`src/rtl/spq_pkg.sv`:
```
package spq_pkg;

  localparam int VALUE_W     = 32;
  localparam int IN_PRI_W    = 8;
  localparam int OCC_W       = 5;
  localparam int S_TDATA_W   = 40;
  localparam int M_TDATA_W   = 40;
  localparam int S_TUSER_W   = 1;
  localparam int M_TUSER_W   = 2;

  typedef enum logic {
    OP_INSERT = 1'b0,
    OP_REMOVE = 1'b1
  } op_t;

  typedef enum logic [1:0] {
    ST_INSERTED = 2'd0,
    ST_REMOVED  = 2'd1,
    ST_FULL     = 2'd2,
    ST_EMPTY    = 2'd3
  } status_t;

  typedef struct packed {
    logic ins;
    logic rem;
  } cell_ctl_t;

endpackage

```
`src/rtl/spq_cell.sv`:
```
module spq_cell #(
  parameter int PRIORITY_BITS = 8
) (
  input  logic                         clk,
  input  logic                         rst,
  input  spq_pkg::cell_ctl_t           ctl,
  input  logic [spq_pkg::VALUE_W-1:0]  new_val,
  input  logic [PRIORITY_BITS-1:0]     new_pri,
  input  logic                         left_keep,
  input  logic                         left_valid,
  input  logic [spq_pkg::VALUE_W-1:0]  left_val,
  input  logic [PRIORITY_BITS-1:0]     left_pri,
  input  logic                         right_valid,
  input  logic [spq_pkg::VALUE_W-1:0]  right_val,
  input  logic [PRIORITY_BITS-1:0]     right_pri,
  output logic                         keep,
  output logic                         valid,
  output logic [spq_pkg::VALUE_W-1:0]  val,
  output logic [PRIORITY_BITS-1:0]     pri
);
  import spq_pkg::*;

  logic                     valid_next;
  logic [VALUE_W-1:0]       val_next;
  logic [PRIORITY_BITS-1:0] pri_next;

  // entries at or ahead of the new priority stay put
  assign keep = valid && (pri <= new_pri);

  always_comb begin
    valid_next = valid;
    val_next   = val;
    pri_next   = pri;
    if (ctl.ins && !keep) begin
      if (left_keep) begin
        valid_next = 1'b1;
        val_next   = new_val;
        pri_next   = new_pri;
      end else begin
        valid_next = left_valid;
        val_next   = left_val;
        pri_next   = left_pri;
      end
    end else if (ctl.rem) begin
      valid_next = right_valid;
      val_next   = right_val;
      pri_next   = right_pri;
    end
  end

  always_ff @(posedge clk) begin
    if (rst) begin
      valid <= 1'b0;
    end else begin
      valid <= valid_next;
    end
  end

  always_ff @(posedge clk) begin
    val <= val_next;
    pri <= pri_next;
  end

endmodule

```
`src/rtl/sorted_priority_queue_top.sv`:
```
// a result beat is presented in the cycle after its input beat is accepted
// throughput: one insert or remove per cycle while s_axis_tready is high, all cells shift in parallel
// s_axis_tready drops only while a result beat waits on m_axis_tready
// rst (synchronous, active high) empties the queue and clears the output valid
module sorted_priority_queue_top #(
  parameter int QUEUE_DEPTH   = 16,
  parameter int PRIORITY_BITS = 8
) (
  input  logic                           clk,
  input  logic                           rst,
  input  logic                           s_axis_tvalid,
  output logic                           s_axis_tready,
  // item_value, item_priority
  input  logic [spq_pkg::S_TDATA_W-1:0]  s_axis_tdata,
  // opcode
  input  logic [spq_pkg::S_TUSER_W-1:0]  s_axis_tuser,
  output logic                           m_axis_tvalid,
  input  logic                           m_axis_tready,
  // removed_value, occupancy, zero pad
  output logic [spq_pkg::M_TDATA_W-1:0]  m_axis_tdata,
  // status
  output logic [spq_pkg::M_TUSER_W-1:0]  m_axis_tuser
);
  import spq_pkg::*;

  localparam int CNT_W = $clog2(QUEUE_DEPTH + 1);

  logic                     accept;
  op_t                      op;
  logic [VALUE_W-1:0]       in_val;
  logic [PRIORITY_BITS-1:0] in_pri;
  logic                     full;
  logic                     empty;
  cell_ctl_t                ctl;

  logic [CNT_W-1:0]         count;
  logic [CNT_W-1:0]         count_next;

  logic                     out_valid;
  logic [VALUE_W-1:0]       out_val;
  status_t                  out_status;
  logic [OCC_W-1:0]         out_occ;
  logic [VALUE_W-1:0]       res_val;
  status_t                  res_status;

  logic                     cell_keep  [QUEUE_DEPTH];
  logic                     cell_valid [QUEUE_DEPTH];
  logic [VALUE_W-1:0]       cell_val   [QUEUE_DEPTH];
  logic [PRIORITY_BITS-1:0] cell_pri   [QUEUE_DEPTH];

  assign s_axis_tready = !out_valid || m_axis_tready;
  assign accept        = s_axis_tvalid && s_axis_tready;
  assign op            = op_t'(s_axis_tuser[0]);
  assign in_val        = s_axis_tdata[VALUE_W-1:0];
  assign in_pri        = PRIORITY_BITS'(s_axis_tdata[VALUE_W +: IN_PRI_W]);

  assign full  = (count == CNT_W'(QUEUE_DEPTH));
  assign empty = (count == '0);

  assign ctl.ins = accept && (op == OP_INSERT) && !full;
  assign ctl.rem = accept && (op == OP_REMOVE) && !empty;

  genvar i;
  generate
    for (i = 0; i < QUEUE_DEPTH; i++) begin : g_cell
      logic                     l_keep;
      logic                     l_valid;
      logic [VALUE_W-1:0]       l_val;
      logic [PRIORITY_BITS-1:0] l_pri;
      logic                     r_valid;
      logic [VALUE_W-1:0]       r_val;
      logic [PRIORITY_BITS-1:0] r_pri;

      if (i == 0) begin : g_head
        assign l_keep  = 1'b1;
        assign l_valid = 1'b0;
        assign l_val   = '0;
        assign l_pri   = '0;
      end else begin : g_body
        assign l_keep  = cell_keep[i-1];
        assign l_valid = cell_valid[i-1];
        assign l_val   = cell_val[i-1];
        assign l_pri   = cell_pri[i-1];
      end

      if (i == QUEUE_DEPTH - 1) begin : g_tail
        assign r_valid = 1'b0;
        assign r_val   = '0;
        assign r_pri   = '0;
      end else begin : g_inner
        assign r_valid = cell_valid[i+1];
        assign r_val   = cell_val[i+1];
        assign r_pri   = cell_pri[i+1];
      end

      spq_cell #(
        .PRIORITY_BITS (PRIORITY_BITS)
      ) u_cell (
        .clk         (clk),
        .rst         (rst),
        .ctl         (ctl),
        .new_val     (in_val),
        .new_pri     (in_pri),
        .left_keep   (l_keep),
        .left_valid  (l_valid),
        .left_val    (l_val),
        .left_pri    (l_pri),
        .right_valid (r_valid),
        .right_val   (r_val),
        .right_pri   (r_pri),
        .keep        (cell_keep[i]),
        .valid       (cell_valid[i]),
        .val         (cell_val[i]),
        .pri         (cell_pri[i])
      );
    end
  endgenerate

  always_comb begin
    count_next = count;
    if (ctl.ins) begin
      count_next = count + CNT_W'(1);
    end else if (ctl.rem) begin
      count_next = count - CNT_W'(1);
    end
  end

  always_comb begin
    res_val = '0;
    if (op == OP_INSERT) begin
      res_status = full ? ST_FULL : ST_INSERTED;
    end else if (empty) begin
      res_status = ST_EMPTY;
    end else begin
      res_status = ST_REMOVED;
      res_val    = cell_val[0];
    end
  end

  always_ff @(posedge clk) begin
    if (rst) begin
      count     <= '0;
      out_valid <= 1'b0;
    end else begin
      count <= count_next;
      if (accept) begin
        out_valid <= 1'b1;
      end else if (m_axis_tready) begin
        out_valid <= 1'b0;
      end
    end
  end

  always_ff @(posedge clk) begin
    if (accept) begin
      out_val    <= res_val;
      out_status <= res_status;
      out_occ    <= OCC_W'(count_next);
    end
  end

  assign m_axis_tvalid = out_valid;
  assign m_axis_tdata  = {{(M_TDATA_W - VALUE_W - OCC_W){1'b0}}, out_occ, out_val};
  assign m_axis_tuser  = out_status;

endmodule

```
`config.mk`:
```
export PLATFORM = sky130hd
export DESIGN_NAME = sorted_priority_queue_top
export DESIGN_NICKNAME = d
export VERILOG_FILES = /design/src/rtl/spq_pkg.sv /design/src/rtl/spq_cell.sv /design/src/rtl/sorted_priority_queue_top.sv
export SDC_FILE = /design/constraint.sdc
export NUM_CORES = 1
export LEC_CHECK = 0
export BUFFER_PORTS_ARGS = -buffer_cell sky130_fd_sc_hd__buf_2
export CAP_MARGIN = 5
export CORE_UTILIZATION = 55
export CTS_CLUSTER_SIZE = 28
export DETAILED_ROUTE_END_ITERATION = 7
export PLACE_DENSITY = 0.71
export SETUP_SLACK_MARGIN = 0.1
export SYNTH_ARGS = -nofsm -noshare
export SYNTH_HDL_FRONTEND = slang
export SYNTH_SLANG_ARGS = --single-unit
```
`constraint.sdc`:
```
create_clock -name clk -period 4.55 [get_ports clk]
set_input_delay 1.1375 -clock clk [delete_from_list [all_inputs] [get_ports clk]]
set_output_delay 1.1375 -clock clk [all_outputs]
set_load 0.05 [all_outputs]
```
==> impl_metrics.tcl <==
set metrics [dict create \
    status "finished, final reports clean" \
    hp-class "register to register" \
    yosys_warnings 0 \
    worstSetupPathType "input port to register" \
    crit_path_end_kind "register" \
    crit_start "s_axis_tdata[37]" \
    clockBufferDepth 3 \
    reg2reg_to "g_cell[13].u_cell.val[17]" \
    grt_pass1_wl_um 142000 \
    drt_wl_total_um 88300 \
    clock_latency_ns 0.63 \
    via_count 25700 \
    cellPowerDensity_mw_per_mm2 409 \
    cp-endpoint "g_cell[1].u_cell.val[16]" \
    fp.dieW_um 262 \
    detail-route-antenna-nets 0 \
    drcViolationCount 0 \
    cp.required_ns 4.90 \
    synth.distinct_cells 48 \
    drive_gt1_share_pct 10.1 \
    arrival_ns 3.87 \
    ios 89 \
    gr-total-overflow 0 \
    r2r_slack_ns 1.24 \
    avgSynthCellArea_um2 11.3 \
    gp_congestion 0.882 \
    multiInputGateArea_mm2 0.0155 \
    path_max_fanout 65 \
    relSlewSlack_pct 39.8 \
    r2r-start "count[1]" \
    drv_slew 0 \
    ys_seq_elements 701 \
    skew_ns 0.0241 \
    std_cell_rows 94 \
    cts.sinks 701 \
    fillers 5038 \
    fin_tns_setup_ns 0 \
    clockRootBuffer "clkbuf_16" \
    grt_pass1_vias 27300 \
    avgRoutedWirePerCell_um 21.0 \
    rsz0062_at_grt "no" \
    synth_cells 3280 \
    p_total_mw 17.0 \
    hold_viol 0 \
    yosysSeqAreaShare_pct 56.1 \
    r2r_cells 7 \
    synth_top_area_share_pct 54.9 \
    clkTransAtPathRegs_ns 0.05 \
    timing.fmax_mhz 284 \
    track_usage_pct 25.9 \
    dr.pass1.iters 8 \
    nets 3461 \
    seqCellArea_mm2 0.0208 \
    cp-start-kind "input port" \
    cts_hold_buf 0 \
    numCtsBuffers 76 \
    grt_max_degree 82 \
    cap_viol_max_count 0 \
    first_iter_violations 1848 \
    antenna_found_initial 1 \
    via_per_inst 6.11 \
    cts_tree "done" \
    netlist_area_mm2 0.0371 \
    p_leak_nw 14.6 \
    die_area_mm2 0.0686 \
    start_util_pct 56.0 \
    fp.coreArea_mm2 0.0663 \
    cts.repair.resized 0 \
    post_cts_buffers 0 \
    fp.dieH_um 262 \
    post-route-period-util_pct 77.4 \
    synth.area.top_cells "edfxtp_1 55%, mux2i_1 16%, o21ai_0 7.4%" \
    area_growth_pct 11.9 \
    htree_levels 3 \
    ir_drop_uv 314 \
    final_cell_mix "679 x edfxtp_1, 600 x mux2i_1, 564 x nand2_1, 548 x o21ai_0, 130 x ha_1" \
    fin_crit_ns 3.52 \
    tightest_slew_ns 0.903 \
    dp_hpwl_um 61800 \
    synth_area_leader_cell "edfxtp_1" \
    io_buffers 85 \
    setup_violations 0 \
    final_common_cell "edfxtp_1" \
]
-- synthesized netlist by cell type (all sizes together) --
| library cell | instances |
|---|---|
| a21o | 1 |
| a2bb2oi | 2 |
| a211oi | 15 |
| clkbuf | 174 |
| nor2b | 23 |
| buf | 69 |
| mux2 | 33 |
| nor3 | 2 |
| o211ai | 24 |
| nand3 | 18 |
| o21bai | 2 |
| xor2 | 1 |
| conb | 1 |
| o21ai | 566 |
| nor2 | 106 |
| a21oi | 97 |
| o41ai | 2 |
| or3 | 4 |
| a2111o | 1 |
| a311oi | 2 |
| a22oi | 1 |
| ha | 130 |
| o221ai | 1 |
| o2bb2a | 1 |
| o21a | 11 |
| xnor2 | 3 |
| nand2 | 570 |
| inv | 33 |
| nand4 | 31 |
| a2111oi | 1 |
| a31oi | 9 |
| a211o | 1 |
| o22a | 2 |
| dfxtp | 22 |
| nor3b | 1 |
| edfxtp | 679 |
| and3 | 1 |
| or2 | 2 |
| mux2i | 600 |
| nand2b | 1 |
| or3b | 1 |
| and2 | 34 |
| o31ai | 2 |
-- final cells by class --
cell class	instances	share of cell area (%)
multi-input cells	2305	37.3
repair buffers	169	3.93
diodes	2	0.0120
clock inverters	45	0.834
inverters	33	0.298
well taps	864	2.60
clock buffers	93	4.86
flip-flops and latches	701	50.1
-- power by group --
group	internal (mW)	switching, mW
registers	8.08	0.431
logic	0.870	1.60
clock network	3.43	2.58
-- worst min path at each step --
stage                                  from                       to  slack [ns]  cells after the start
finish              g_cell[13].u_cell.valid  g_cell[13].u_cell.valid        0.47                      2
global route        g_cell[13].u_cell.valid  g_cell[13].u_cell.valid        0.48                      2
CTS                 g_cell[13].u_cell.valid  g_cell[13].u_cell.valid        0.47                      2
detailed placement  g_cell[13].u_cell.valid  g_cell[13].u_cell.valid        0.47                      2
global placement    g_cell[13].u_cell.valid  g_cell[13].u_cell.valid        0.46                      2
floorplan           g_cell[13].u_cell.valid  g_cell[13].u_cell.valid        0.45                      2
-- per-layer routing --
layer / up-vias / share of wire [%] / global-route usage, %
met3: 197 / 3.9 / 3.20
li1: 12100 / - / -
met2: 624 / 53 / 47.1
met4: 2 / 2.8 / 8.69
met5: - / 0.012 / 0
met1: 12800 / 41 / 31.7
-- worst max-delay path, stage by stage --
cell and delay, ns:
buf_2 0.34, inv_1 0.12, buf_4 0.25, ha_1 0.35, nand4_1 0.18, nor2_1 0.17, o21ai_0 0.24, o21ai_4 0.53
buf_12 0.31, o21ai_0 0.18
-- stage by stage --
step	utilization [%]	std cells	setup WS, ns	hold slack (ns)	cell area [um^2]
2_1_floorplan	-	3282	-0.124	0.448	37200
3_3_place_gp	59.1	4072	0.505	0.455	39200
3_5_place_dp	59.1	4072	0.460	0.467	39200
4_1_cts	62.6	4210	1.08	0.474	41500
5_1_grt	62.6	4210	0.887	0.484	41500
6_report	62.6	4212	1.03	0.473	41500
-- cell families after synthesis --
group	after synthesis	synth area share (%)
AO/OA/AOI/OAI	741	10.6
XOR/XNOR	4	0.0943
adder cells (fa/ha/maj)	130	4.38
buffers and inverters	276	2.91
flip-flops	701	56.1
multiplexers	633	17.2
other	1	0.0101
AND/OR/NAND/NOR	794	8.76
-- state kept, by name, summed over array words and instances, names as in the netlist --
name and flops:
count 5, m_axis_tvalid 1, g_cell.u_cell.valid 16, out_val 32
g_cell.u_cell.val 512, out_occ 5, g_cell.u_cell.pri 128, m_axis_tuser 2
Power figures use the tool's default switching activity.
